$ cat src/hw/rtl/block_device_tag_controller_top_defines.svh
// Assertion macros shared by the tag controller RTL.
`ifndef BLOCK_DEVICE_TAG_CONTROLLER_TOP_DEFINES_SVH
`define BLOCK_DEVICE_TAG_CONTROLLER_TOP_DEFINES_SVH

// Invariant checked at every clock edge outside reset.
`define BDTC_ASSERT(label, cond, msg) \
  label: assert property (@(posedge clk_i) disable iff (!rst_ni) (cond)) \
    else $error(msg);

// Same-cycle implication checked outside reset.
`define BDTC_ASSERT_IMPL(label, ante, cons, msg) \
  label: assert property (@(posedge clk_i) disable iff (!rst_ni) (ante) |-> (cons)) \
    else $error(msg);

`endif

$ cat src/hw/rtl/bdtc_pkg.sv
// Types, register map and helpers shared by the tag controller modules.
package bdtc_pkg;

  localparam int unsigned TAG_W   = 6;
  localparam int unsigned IN_W    = 80;
  localparam int unsigned OUT_W   = 208;
  localparam int unsigned CFG_IDX_W = 2;

  typedef logic [TAG_W-1:0] tag_t;

  typedef enum logic [1:0] {
    FUNC_RD   = 2'd0,
    FUNC_WR   = 2'd1,
    FUNC_TICK = 2'd2
  } func_e;

  // Bus register map, byte offsets
  localparam logic [4:0] OFS_ADDR      = 5'd0;
  localparam logic [4:0] OFS_SECTOR    = 5'd8;
  localparam logic [4:0] OFS_LENGTH    = 5'd12;
  localparam logic [4:0] OFS_WRITE     = 5'd16;
  localparam logic [4:0] OFS_REQUEST   = 5'd17;
  localparam logic [4:0] OFS_NREQUEST  = 5'd18;
  localparam logic [4:0] OFS_COMPLETE  = 5'd19;
  localparam logic [4:0] OFS_NCOMPLETE = 5'd20;
  localparam logic [4:0] OFS_NSECTORS  = 5'd24;
  localparam logic [4:0] OFS_MAXLEN    = 5'd28;

  localparam logic [63:0] MAX_REQ_SECTORS = 64'd16;
  localparam logic [3:0]  MAX_BYTES       = 4'd8;

  // Configuration register indexes
  localparam logic [CFG_IDX_W-1:0] CFG_LATENCY = 2'd0;
  localparam logic [CFG_IDX_W-1:0] CFG_SECTORS = 2'd1;

  typedef enum logic [1:0] {
    ST_INIT,
    ST_IDLE,
    ST_EXEC
  } ctrl_state_e;

  typedef struct packed {
    logic load;       // capture the input word
    logic commit;     // execute the captured word and load the result
    logic init_busy;  // idle tag FIFO fill in progress
    logic init_push;
    tag_t init_tag;
  } cmd_t;

  typedef struct packed {
    logic out_free;   // result register empty or being drained
  } status_t;

  function automatic logic [63:0] byte_mask(input logic [3:0] n);
    logic [63:0] m;
    m = '0;
    for (int b = 0; b < 8; b++) begin
      if (4'(b) < n) begin
        m[8*b +: 8] = 8'hFF;
      end
    end
    return m;
  endfunction

endpackage

$ cat src/hw/rtl/bdtc_fifo.sv
// Tag FIFO with a small memory and a registered head read.
`include "block_device_tag_controller_top_defines.svh"

module bdtc_fifo import bdtc_pkg::*; #(
  parameter int unsigned DEPTH = 4,
  localparam int unsigned PW = (DEPTH > 1) ? $clog2(DEPTH) : 1,
  localparam int unsigned CW = $clog2(DEPTH + 1)
) (
  input  logic          clk_i,
  input  logic          rst_ni,
  input  logic          push_i,
  input  tag_t          push_tag_i,
  input  logic          pop_i,
  output tag_t          head_tag_o,
  output logic [CW-1:0] count_o
);

  tag_t          mem [DEPTH];
  tag_t          head_q;
  logic [PW-1:0] rd_ptr_q, rd_ptr_d;
  logic [PW-1:0] wr_ptr_q, wr_ptr_d;
  logic [CW-1:0] cnt_q, cnt_d;

  function automatic logic [PW-1:0] ptr_inc(input logic [PW-1:0] p);
    return (p == PW'(DEPTH - 1)) ? '0 : p + 1'b1;
  endfunction

  always_comb begin
    rd_ptr_d = pop_i  ? ptr_inc(rd_ptr_q) : rd_ptr_q;
    wr_ptr_d = push_i ? ptr_inc(wr_ptr_q) : wr_ptr_q;
    cnt_d    = cnt_q + CW'(push_i) - CW'(pop_i);
  end

  always_ff @(posedge clk_i or negedge rst_ni) begin
    if (!rst_ni) begin
      rd_ptr_q <= '0;
      wr_ptr_q <= '0;
      cnt_q    <= '0;
    end else begin
      rd_ptr_q <= rd_ptr_d;
      wr_ptr_q <= wr_ptr_d;
      cnt_q    <= cnt_d;
    end
  end

  // Head is read every cycle; the pointer settles before the registered head is used.
  always_ff @(posedge clk_i) begin
    if (push_i) begin
      mem[wr_ptr_q] <= push_tag_i;
    end
    head_q <= mem[rd_ptr_q];
  end

  assign head_tag_o = head_q;
  assign count_o    = cnt_q;

  `BDTC_ASSERT_IMPL(a_no_pop_empty, pop_i, cnt_q != '0, "pop from empty tag FIFO")
  `BDTC_ASSERT_IMPL(a_no_push_full, push_i && !pop_i, cnt_q != CW'(DEPTH), "push to full tag FIFO")
  `BDTC_ASSERT(a_count_range, cnt_q <= CW'(DEPTH), "tag FIFO count out of range")

endmodule

$ cat src/hw/rtl/bdtc_ctrl.sv
// Sequencer: idle FIFO fill after reset, word capture and execute handshake.
module bdtc_ctrl import bdtc_pkg::*; #(
  parameter int unsigned TAG_COUNT = 4
) (
  input  logic    clk_i,
  input  logic    rst_ni,
  input  logic    in_valid_i,
  output logic    in_ready_o,
  input  status_t status_i,
  output cmd_t    cmd_o
);

  localparam int unsigned IW = (TAG_COUNT > 1) ? $clog2(TAG_COUNT) : 1;

  ctrl_state_e   state_q, state_d;
  logic [IW-1:0] init_cnt_q, init_cnt_d;

  always_ff @(posedge clk_i or negedge rst_ni) begin
    if (!rst_ni) begin
      state_q    <= ST_INIT;
      init_cnt_q <= '0;
    end else begin
      state_q    <= state_d;
      init_cnt_q <= init_cnt_d;
    end
  end

  // Next state
  always_comb begin
    state_d    = state_q;
    init_cnt_d = init_cnt_q;
    case (state_q)
      ST_INIT: begin
        init_cnt_d = init_cnt_q + 1'b1;
        if (init_cnt_q == IW'(TAG_COUNT - 1)) begin
          state_d = ST_IDLE;
        end
      end
      ST_IDLE: begin
        if (in_valid_i) begin
          state_d = ST_EXEC;
        end
      end
      ST_EXEC: begin
        if (status_i.out_free) begin
          state_d = ST_IDLE;
        end
      end
      default: state_d = ST_INIT;
    endcase
  end

  // Outputs
  always_comb begin
    in_ready_o      = 1'b0;
    cmd_o           = '0;
    cmd_o.init_tag  = tag_t'(init_cnt_q);
    case (state_q)
      ST_INIT: begin
        cmd_o.init_busy = 1'b1;
        cmd_o.init_push = 1'b1;
      end
      ST_IDLE: begin
        in_ready_o = 1'b1;
        cmd_o.load = in_valid_i;
      end
      ST_EXEC: begin
        // hold until the result register can take the word
        cmd_o.commit = status_i.out_free;
      end
      default: ;
    endcase
  end

endmodule

$ cat src/hw/rtl/bdtc_datapath.sv
// Request registers, tag FIFOs, tick counter and result register.
`include "block_device_tag_controller_top_defines.svh"

module bdtc_datapath import bdtc_pkg::*; #(
  parameter int unsigned TAG_COUNT = 4
) (
  input  logic                 clk_i,
  input  logic                 rst_ni,
  input  cmd_t                 cmd_i,
  output status_t              status_o,
  input  logic [IN_W-1:0]      in_data_i,
  input  logic                 cfg_valid_i,
  input  logic [CFG_IDX_W-1:0] cfg_index_i,
  input  logic [31:0]          cfg_data_i,
  output logic                 out_valid_o,
  input  logic                 out_ready_i,
  output logic [OUT_W-1:0]     out_data_o
);

  localparam int unsigned CW = $clog2(TAG_COUNT + 1);

  // captured input word
  logic [1:0]  func_q;
  logic [4:0]  ofs_q;
  logic [63:0] wdata_q;
  logic [3:0]  nbytes_q;

  // configuration
  logic [15:0] lat_q;
  logic [31:0] nsec_q;

  // architectural state
  logic [63:0] addr_q, addr_d;
  logic [31:0] sector_q, sector_d;
  logic [31:0] length_q, length_d;
  logic        dir_q, dir_d;
  logic [15:0] tick_q, tick_d;
  logic        irq_q, irq_d;

  // result register
  logic        out_valid_q;
  logic [63:0] out_rd_q, rd;
  logic        out_ok_q, ok;
  logic        out_fault_q, fault;
  logic        out_irq_q;
  logic        out_iv_q, iv;
  logic [63:0] out_iaddr_q, iaddr;
  logic [31:0] out_isec_q, isec;
  logic [31:0] out_ilen_q, ilen;
  logic        out_iw_q, iw;
  tag_t        out_itag_q, itag;

  // FIFO interfaces
  logic          idle_push, idle_pop, pend_push, pend_pop, done_push, done_pop;
  tag_t          idle_push_tag, idle_head, pend_head, done_head;
  logic [CW-1:0] idle_cnt, pend_cnt, done_cnt;

  logic [63:0] mask;
  logic [16:0] tick_inc;
  logic        tick_wrap;

  bdtc_fifo #(.DEPTH(TAG_COUNT)) u_idle_fifo (
    .clk_i, .rst_ni,
    .push_i(idle_push), .push_tag_i(idle_push_tag), .pop_i(idle_pop),
    .head_tag_o(idle_head), .count_o(idle_cnt)
  );

  bdtc_fifo #(.DEPTH(TAG_COUNT)) u_pend_fifo (
    .clk_i, .rst_ni,
    .push_i(pend_push), .push_tag_i(idle_head), .pop_i(pend_pop),
    .head_tag_o(pend_head), .count_o(pend_cnt)
  );

  bdtc_fifo #(.DEPTH(TAG_COUNT)) u_done_fifo (
    .clk_i, .rst_ni,
    .push_i(done_push), .push_tag_i(pend_head), .pop_i(done_pop),
    .head_tag_o(done_head), .count_o(done_cnt)
  );

  assign mask      = byte_mask(nbytes_q);
  assign tick_inc  = {1'b0, tick_q} + 17'd1;
  assign tick_wrap = tick_inc >= {1'b0, lat_q};

  always_comb begin
    rd = '0; ok = 1'b0; fault = 1'b0;
    iv = 1'b0; iaddr = '0; isec = '0; ilen = '0; iw = 1'b0; itag = '0;
    addr_d = addr_q; sector_d = sector_q; length_d = length_q; dir_d = dir_q;
    tick_d = tick_q; irq_d = irq_q;
    idle_pop = 1'b0; pend_push = 1'b0; pend_pop = 1'b0;
    done_push = 1'b0; done_pop = 1'b0;
    idle_push     = cmd_i.init_push;
    idle_push_tag = cmd_i.init_tag;
    if (cmd_i.commit) begin
      case (func_q)
        FUNC_RD: begin
          if (nbytes_q <= MAX_BYTES) begin
            ok = 1'b1;
            case (ofs_q)
              OFS_REQUEST: begin
                if (idle_cnt != '0) begin
                  idle_pop  = 1'b1;
                  pend_push = 1'b1;
                end else begin
                  fault = 1'b1;
                end
              end
              OFS_NREQUEST:  rd = 64'(idle_cnt);
              OFS_COMPLETE: begin
                if (done_cnt != '0) begin
                  rd            = 64'(done_head);
                  done_pop      = 1'b1;
                  idle_push     = 1'b1;
                  idle_push_tag = done_head;
                  if (done_cnt == CW'(1)) begin
                    irq_d = 1'b0;
                  end
                end else begin
                  fault = 1'b1;
                end
              end
              OFS_NCOMPLETE: rd = 64'(done_cnt);
              OFS_NSECTORS:  rd = 64'(nsec_q);
              OFS_MAXLEN:    rd = MAX_REQ_SECTORS;
              default:       ok = 1'b0;
            endcase
            rd = rd & mask;
          end
        end
        FUNC_WR: begin
          if (nbytes_q <= MAX_BYTES) begin
            ok = 1'b1;
            case (ofs_q)
              OFS_ADDR:   addr_d   = (addr_q & ~mask) | (wdata_q & mask);
              OFS_SECTOR: sector_d = (sector_q & ~mask[31:0]) | (wdata_q[31:0] & mask[31:0]);
              OFS_LENGTH: length_d = (length_q & ~mask[31:0]) | (wdata_q[31:0] & mask[31:0]);
              OFS_WRITE: begin
                if (nbytes_q != 4'd0) begin
                  dir_d = wdata_q[0];
                end
              end
              default: ok = 1'b0;
            endcase
          end
        end
        FUNC_TICK: begin
          tick_d = tick_wrap ? 16'd0 : tick_inc[15:0];
          // complete the oldest pending tag at each wrap
          if (tick_wrap && pend_cnt != '0) begin
            iv        = 1'b1;
            iaddr     = addr_q;
            isec      = sector_q;
            ilen      = length_q;
            iw        = dir_q;
            itag      = pend_head;
            irq_d     = 1'b1;
            pend_pop  = 1'b1;
            done_push = 1'b1;
          end
        end
        default: ;
      endcase
    end
  end

  always_ff @(posedge clk_i or negedge rst_ni) begin
    if (!rst_ni) begin
      lat_q       <= 16'd1;
      nsec_q      <= '0;
      addr_q      <= '0;
      sector_q    <= '0;
      length_q    <= '0;
      dir_q       <= 1'b0;
      tick_q      <= '0;
      irq_q       <= 1'b0;
      out_valid_q <= 1'b0;
    end else begin
      if (cfg_valid_i) begin
        case (cfg_index_i)
          CFG_LATENCY: lat_q  <= cfg_data_i[15:0];
          CFG_SECTORS: nsec_q <= cfg_data_i;
          default: ;
        endcase
      end
      addr_q   <= addr_d;
      sector_q <= sector_d;
      length_q <= length_d;
      dir_q    <= dir_d;
      tick_q   <= tick_d;
      irq_q    <= irq_d;
      if (cmd_i.commit) begin
        out_valid_q <= 1'b1;
      end else if (out_ready_i) begin
        out_valid_q <= 1'b0;
      end
    end
  end

  always_ff @(posedge clk_i) begin
    if (cmd_i.load) begin
      func_q   <= in_data_i[1:0];
      ofs_q    <= in_data_i[6:2];
      wdata_q  <= in_data_i[70:7];
      nbytes_q <= in_data_i[74:71];
    end
    if (cmd_i.commit) begin
      out_rd_q    <= rd;
      out_ok_q    <= ok;
      out_fault_q <= fault;
      out_irq_q   <= irq_d;
      out_iv_q    <= iv;
      out_iaddr_q <= iaddr;
      out_isec_q  <= isec;
      out_ilen_q  <= ilen;
      out_iw_q    <= iw;
      out_itag_q  <= itag;
    end
  end

  assign status_o.out_free = !out_valid_q || out_ready_i;
  assign out_valid_o       = out_valid_q;
  assign out_data_o = {5'd0, out_itag_q, out_iw_q, out_ilen_q, out_isec_q, out_iaddr_q,
                       out_iv_q, out_irq_q, out_fault_q, out_ok_q, out_rd_q};

  `BDTC_ASSERT(a_irq_tracks_done, irq_q == (done_cnt != '0), "irq disagrees with completion FIFO")
  `BDTC_ASSERT_IMPL(a_tags_conserved, !cmd_i.init_busy, (32'(idle_cnt) + 32'(pend_cnt) + 32'(done_cnt)) == 32'(TAG_COUNT), "tag lost or duplicated")
  `BDTC_ASSERT_IMPL(a_fault_decoded, out_valid_q && out_fault_q, out_ok_q, "fault on undecoded access")
  `BDTC_ASSERT_IMPL(a_issue_raises_irq, out_valid_q && out_iv_q, out_irq_q, "issued command without irq")

endmodule

$ cat src/hw/rtl/block_device_tag_controller_top.sv
// Top level of the block-device request tag controller.
// Each bus read, bus write or tick word is first captured, while the three
// tag FIFO memories present their registered head entries, and then
// executed, which loads the result register. The next word is taken
// while a result still waits on the master side, but it executes only once
// that result has been taken. After reset the idle tag FIFO is filled with
// tags 0 to TAG_COUNT-1, one per cycle, and s_axis_tready stays low until
// the fill is done; configuration writes are taken at any time.
module block_device_tag_controller_top import bdtc_pkg::*; #(
  parameter int unsigned TAG_COUNT = 4
) (
  input  logic                 clk_i,
  input  logic                 rst_ni,
  // func [1:0], reg_offset [6:2], wr_data [70:7], byte_count [74:71], zero pad
  input  logic [IN_W-1:0]      s_axis_tdata,
  input  logic                 s_axis_tvalid,
  output logic                 s_axis_tready,
  // rd_data [63:0], access_ok [64], fault [65], irq_level [66], issue_valid [67],
  // issue_mem_addr [131:68], issue_sector [163:132], issue_sectors [195:164],
  // issue_is_write [196], issue_tag [202:197], zero pad
  output logic [OUT_W-1:0]     m_axis_tdata,
  output logic                 m_axis_tvalid,
  input  logic                 m_axis_tready,
  input  logic                 cfg_valid_i,
  output logic                 cfg_ready_o,
  input  logic [CFG_IDX_W-1:0] cfg_index_i,
  input  logic [31:0]          cfg_data_i
);

  cmd_t    cmd;
  status_t status;

  assign cfg_ready_o = 1'b1;

  bdtc_ctrl #(.TAG_COUNT(TAG_COUNT)) u_ctrl (
    .clk_i,
    .rst_ni,
    .in_valid_i(s_axis_tvalid),
    .in_ready_o(s_axis_tready),
    .status_i  (status),
    .cmd_o     (cmd)
  );

  bdtc_datapath #(.TAG_COUNT(TAG_COUNT)) u_datapath (
    .clk_i,
    .rst_ni,
    .cmd_i      (cmd),
    .status_o   (status),
    .in_data_i  (s_axis_tdata),
    .cfg_valid_i(cfg_valid_i),
    .cfg_index_i(cfg_index_i),
    .cfg_data_i (cfg_data_i),
    .out_valid_o(m_axis_tvalid),
    .out_ready_i(m_axis_tready),
    .out_data_o (m_axis_tdata)
  );

endmodule

$ cat config.mk
export PLATFORM = sky130hd
export DESIGN_NAME = block_device_tag_controller_top
export DESIGN_NICKNAME = d
export VERILOG_FILES = /design/src/hw/rtl/bdtc_pkg.sv /design/src/hw/rtl/bdtc_fifo.sv /design/src/hw/rtl/bdtc_ctrl.sv /design/src/hw/rtl/bdtc_datapath.sv /design/src/hw/rtl/block_device_tag_controller_top.sv
export VERILOG_INCLUDE_DIRS = /design/src /design/src/hw/rtl
export SDC_FILE = /design/constraint.sdc
export NUM_CORES = 1
export LEC_CHECK = 0
export CORE_ASPECT_RATIO = 2
export CORE_UTILIZATION = 35
export DETAILED_ROUTE_END_ITERATION = 10
export DONT_BUFFER_PORTS = 1
export GPL_TIMING_DRIVEN = 0
export PLACE_DENSITY_LB_ADDON = 0.15
export SLEW_MARGIN = 5
export SYNTH_ARGS = -nofsm -noshare
export SYNTH_HDL_FRONTEND = slang
export SYNTH_SLANG_ARGS = --single-unit
$ cat constraint.sdc
create_clock -name clk_i -period 10.92 [get_ports clk_i]
set_input_delay 2.184 -clock clk_i [delete_from_list [all_inputs] [get_ports clk_i]]
set_output_delay 2.184 -clock clk_i [all_outputs]
set_load 0.005 [all_outputs]
Word level (Yosys, flattened, before mapping)
Memory sizes are Yosys's and may differ from the RTL's. A register that Yosys moved wholly into a read port is not among the register bits.
Index checks and enable logic that the tools add are counted.
{"block": "word_totals", "inputBits": 119, "n_memories": 3, "mem_bits_rw": 72, "ff_bits": 498, "wordCells": 195}
{"block": "classes", "n_reduce_logical": 24, "mux": 74, "magnitude_cmp": 10, "n_addsub": 14, "bitwise_logic": 11, "eq_ne": 25}
{"memory": "u_datapath.u_done_fifo.mem", "words": 4, "width": 6, "rd": 1, "rd_ports_with_merged_regs": 1, "write_ports": 1, "line": "bdtc_fifo.sv:18", "rtl": "tag_t mem [DEPTH];"}
{"memory": "u_datapath.u_idle_fifo.mem", "words": 4, "width": 6, "rd": 1, "rd_ports_with_merged_regs": 1, "write_ports": 1, "line": "bdtc_fifo.sv:18"}
{"memory": "u_datapath.u_pend_fifo.mem", "words": 4, "width": 6, "rd": 1, "rd_ports_with_merged_regs": 1, "write_ports": 1, "line": "bdtc_fifo.sv:18"}
{"operator": "case mux 64 bit (5 select lines)", "count": 1}
{"operator": "bitwise AND 64 bit", "count": 3}
{"operator": "two-way mux 64 bit", "count": 3}
{"operator": "bitwise AND 32 bit", "count": 3}
{"operator": "two-way mux 8 bit", "count": 8}
{"operator": "inverter 64 bit", "count": 1}
{"operator": "OR 32 bit", "count": 2}
{"operator": "OR 64 bit", "count": 1}
{"operator": "two-way mux 1 bit", "count": 42}
{"operator": "two-way mux 6 bit", "count": 6}
{"operator": "equality test 5 bit, second input constant", "count": 7}
{"operator": "inverter 32 bit", "count": 1}
{"operator": "equality test 2 bit, second input constant", "count": 9}
{"operator": "two-way mux 2 bit", "count": 9}
{"operator": "adder 16 x 1 -> 17 bit, second input constant", "count": 1}
{"operator": "greater-or-equal comparator 17 x 16 -> 1 bit", "count": 1}
{"operator": "less-than comparator 3 x 4 -> 1 bit, first input constant", "count": 4}
{"operator": "two-way mux 16 bit", "count": 1}
{"operator": "adder 2 x 1 -> 2 bit, second input constant", "count": 7}
{"operator": "AND reduction 4 bit", "count": 3}
{"operator": "equality test 5 x 4 -> 1 bit, second input constant", "count": 2}
{"operator": "AND reduction 2 bit", "count": 5}
{"operator": "adder 3 x 1 -> 3 bit", "count": 3}
{"operator": "nonzero test 3 bit", "count": 3}
{"operator": "other kinds (21)", "count": 32}

Longest topological paths before layout
{"block": "logic_depth", "ltp_word": 9, "depth_mapped": 20, "depth_no_buf": 20}

Cells and area by module
From an unflattened synthesis, not the netlist that was laid out.
{"block": "hier_totals", "hier_cells": 1344, "area_unflattened_um2": 21819.7}
{"mod": "bdtc_datapath", "area_each_um2": 17409.2, "seq_area_each_um2": 12268.0, "cells_each": 1103, "instances": 1}
{"mod": "bdtc_fifo", "area_each_um2": 1387.6, "seq_area_each_um2": 1016.0, "cells_each": 72, "instances": 3}
{"mod": "bdtc_ctrl", "area_each_um2": 236.5, "seq_area_each_um2": 100.1, "cells_each": 23, "instances": 1}
{"mod": "block_device_tag_controller_top", "area_each_um2": 11.3, "seq_area_each_um2": 0.0, "cells_each": 2, "instances": 1}

Worst setup path before layout
OpenSTA, ideal clock, no wires.
{"block": "synth_timing", "path_kind": "input port to flip-flop", "startpoint": "input port m_axis_tready", "endpoint": "memory u_datapath.u_done_fifo.mem[0][0] (netlist bit) (enable)", "stages": 5, "setup_slack_ns": 2.455, "n_path_buf": 1, "required_ns": 10.591, "arrival_time_ns": 8.136, "setup_time_ns": 0.329, "path_cell_list": "nand2b_1 > nand2_1 > clkinv_1 > clkbuf_1 > and3_1"}
{"element": "from (decl)", "line": "block_device_tag_controller_top.sv:23", "rtl": "input logic m_axis_tready,"}
{"element": "to (decl)", "line": "bdtc_fifo.sv:18"}

Final worst setup path
{"block": "layout_timing", "startpoint": "register u_datapath.tick_q[0]", "endpoint": "memory u_datapath.u_done_fifo.mem[3][5] (netlist bit) (enable)"}
{"block": "layout_via", "elab_chain_cells": 8}
{"element": "from (decl)", "line": "bdtc_datapath.sv:37", "rtl": "logic [15:0] tick_q, tick_d;"}
{"element": "from (signal assigned)", "line": "bdtc_datapath.sv:188", "rtl": "tick_q <= tick_d;"}
{"element": "adder 16 x 1 -> 17 bit", "line": "bdtc_datapath.sv:81", "rtl": "assign tick_inc = {1'b0, tick_q} + 17'd1;"}
{"element": "greater-or-equal comparator 17 x 16 -> 1 bit", "line": "bdtc_datapath.sv:82", "rtl": "assign tick_wrap = tick_inc >= {1'b0, lat_q};"}
{"element": "logical AND 1 bit", "line": "bdtc_datapath.sv:148", "rtl": "if (tick_wrap && pend_cnt != '0) begin"}
{"element": "two-way mux 1 bit", "line": "bdtc_datapath.sv:148"}
{"element": "two-way mux 1 bit", "line": "bdtc_datapath.sv:94", "rtl": "case (func_q)"}
{"element": "two-way mux 1 bit", "line": "bdtc_datapath.sv:93", "rtl": "if (cmd_i.commit) begin"}
{"element": "two-way mux 1 bit", "line": "bdtc_fifo.sv:48", "rtl": "if (push_i) begin"}
{"element": "two-way mux 1 bit (not written as such)", "line": "bdtc_fifo.sv:49", "rtl": "mem[wr_ptr_q] <= push_tag_i;"}
Every way passes these cells.

==> summary.txt <==
Floorplan
  – IO Count: 330
  – Core footprint: 0.0618 mm^2
  – Rows: approximately 130
  – Full die area: 0.0635 mm^2
  – Die width: 179 um
  – Initial Util: 0.353
  – Die H: between 300 and 400 um

CTS
  – CTS Sinks: 556
  – Num CTS Buffers: 51
  – Clock transition at the registers of the reported paths: 60 ps
  – Post-CTS resize count: 0
  – CTS Hold Bufs: 0
  – CTS tree: done
  – H-tree levels: 2
  – Skew-Pair Late Insertion Delay: 590 ps
  – Root Driver: clkbuf_16
  – Clock buffer depth: 3
  – Post-CTS Setup Inserts: 0

STA
  – Final hold violation count: 0
  – Setup violations, final: 0
  – Worst rel slew slack: 0.245
  – Minimum clock period: 5470 ps
  – Hold WS: 474 ps
  – Fin crit share: 0.500
  – Setup WS post-layout: between 5000 and 6000 ps
  – Setup TNS: 0 ps
  – Fmax: 0.183 GHz
  – Max Slew Vio Count: 0
  – Clock Skew: 24.0 ps
  – Tightest Pin Transition: 1120 ps
  – RSZ-0062 raised after global routing: no

Pwr
  – Power share of the combinational group: 0.111
  – Worst vdd ir: 144 uV
  – Sw Ratio: 0.263
  – Clock power frac: 0.346
  – Static Leakage: roughly 0.01 uW
  – Net Sw Power: 1340 uW
  – Seq pwr share: 0.543
  – Internal power: 3750 uW
  – Power Dens Cells: 206 mW/mm^2

Outcome
  – Status: finished, final reports clean

Place
  – Cell Area, Placed: ~0.023 mm^2
  – HPWL reported at the end of detailed placement: 37200 um
  – Inst Count DP: between 2000 and 2500
  – Dpl ws: 5380 ps
  – Gpl congestion: roughly 0.8
  – I/O Buffers: 0

Finish
  – Final nets: 1633
  – Non-Filler Instances: 2300
  – Leading cell type in the layout, fill and taps excluded: edfxtp_1
  – Most frequent cells in the layout: edfxtp_1 (318), dfrtp_1 (219), and2_1 (166)
  – # fillers: 5657
  – P&R area growth vs syn: 13.4%
  – Design area: 0.0248 mm^2
  – Fraction of layout cells with a size suffix above 1: 0.238

Logic synthesis
  – Synth Area in Adders: 0.0251
  – Largest family of logic cells by synthesized area: multiplexers
  – Top cell type's share of synthesized area: 0.437
  – Yosys top cell by area: edfxtp_1
  – Post-synth EDFFs: 318
  – Mapped Cells: between 1000 and 1500
  – Mux share of post-synthesis cell area: 0.109
  – Post-Synth XOR/XNOR Area: 0.00842
  – Synthesized area per cell: about 16 um^2
  – Post-synthesis sequential area ratio: 0.705
  – Top cells by area, synth: edfxtp_1 (44%), dfrtp_1 (25%), mux2_2 (8.5%), and2_1 (4.8%), ha_1 (2.2%)
  – Unique masters post-synth: 70
  – Simple-gate share of the synthesized area: 0.0953
  – Top_reg_cell synth: edfxtp_1
  – Synth Warn #: 0
  – Synth Area in Compound Gates: 0.0250
  – Synthesized flop and latch total: 556
  – Mapped Area: 0.0219 mm^2
  – FFs w/ async S/R, synth: 0.396

Detailed routing
  – Initial DRC count: 533
  – Post-route ant nets: 0
  – Via count: 11000
  – Via density per instance: 4.78
  – # DRC: 0
  – Total Wirelength: just over 50000 um
  – Wirelength per Cell: 22.3 um
  – Drt pass-1 iters: 4

GRT
  – GR Overflow Total: 0
  – Vias in the first global route: 11500
  – Global-route wire length before repair: 75100 um
  – All-Layer GR Usage: 0.163
  – Initial antenna violation count: 3
  – Largest net degree at the start of global routing: 221

Worst hold path
  – Hold crit path type: flip-flop to flip-flop

Setup path
  – Startpoint type of the worst setup path: flip-flop
  – Kind of critical path: flip-flop to flip-flop
  – Req. time, crit path: 11160 ps
  – CP Max Fanout: 10
  – Worst path arrival time: ~5700 ps
  – Crit. End Element: flip-flop

Flow run
  – Max-cap viol count: 0
metal layers:
| metal | up-vias | wire length, um | GRT usage |
|---|---|---|---|
| met2 | 313 | 28200 | 0.307 |
| met5 | - | 26 | 0 |
| met1 | 5541 | 18400 | 0.171 |
| met4 | 4 | 1610 | 0.0605 |
| li1 | 5057 | - | - |
| met3 | 84 | 3060 | 0.0362 |
cells in the mapped netlist (9+ instances only):
master,count
nand4_1,10
mux2_2,164
ha_1,39
xor2_1,10
mux4_2,18
nand2_1,60
and3_1,11
nor2_1,31
dfxtp_1,18
buf_4,45
and2_1,166
nand3_1,17
clkbuf_2,9
xnor2_1,11
a21oi_1,12
nor3_1,10
clkbuf_1,24
o21ai_0,34
inv_1,39
dfrtp_1,219
edfxtp_1,318
nor2b_1,12
worst paths after layout:
path / start / end / slack (ps) / depth (start not counted)
hold reg to reg: u_datapath.wdata_q[55] / flip-flop / 470 / 1
min in group asynchronous: rst_ni / async pin / 1290 / 0
max in group asynchronous: rst_ni / async pin / 9220 / 0
setup reg to reg: u_datapath.tick_q[0] / u_datapath.u_done_fifo.mem[3][5] / 5450 / 15
setup / recovery: u_datapath.tick_q[0] / u_datapath.u_done_fifo.mem[3][5] / 5450 / 15
hold / removal: u_datapath.wdata_q[55] / flip-flop / 470 / 1
kinds of logic (layout without fill, tap and decap cells):
family | count (synthesis) | count (layout)
flip-flops | 556 | 556
AND/OR/NAND/NOR | 353 | 353
multiplexers | 192 | 192
buffers and inverters | 127 | 227
AO/OA/AOI/OAI | 83 | 83
adder cells (fa/ha/maj) | 42 | 42
XOR/XNOR | 21 | 21
other | 2 | 40
critical path, cell delays in order (launching register included):
cell,delay (ps)
dfrtp_1,460
ha_1,270
nand3_1,260
nor2_1,370
and3_1,300
and3_1,230
xor2_1,80
ha_1,320
nand4_1,120
or2_1,300
or4_1,530
and2_1,180
buf_2,200
a31oi_4,460
clkbuf_1,530
and3_1,480
metrics by stage:
stage | total power (uW) | utilization
2_1_floorplan | 3140 | -
3_3_place_gp | 3410 | 0.372
3_5_place_dp | 3400 | 0.374
4_1_cts | 5190 | 0.401
5_1_grt | 5340 | 0.401
6_report | 5090 | 0.401
cell type report:
type                       count  area (um^2)  area share
inverter                      41          154     0.00621
sequential                   556        15400       0.622
clock buffer                  58         1320      0.0534
tap                          786          983      0.0397
antenna                        2         5.00    0.000202
buffer                        86          526      0.0212
timing repair buffer           7          155     0.00626
clock inverter                35          307      0.0124
multi-input combinational    729         5910       0.239
power by group through the flow:
| stage | clock [uW] | sequential, uW | combinational [uW] |
|---|---|---|---|
| global placement | 0 | 2880 | 530 |
| finish | 1760 | 2770 | 565 |
| global route | 1900 | 2800 | 634 |
| CTS | 1830 | 2770 | 585 |
| detailed placement | 0 | 2820 | 583 |
| floorplan | 0 | 2760 | 381 |
Note: power is estimated with default switching activity, not from simulation.
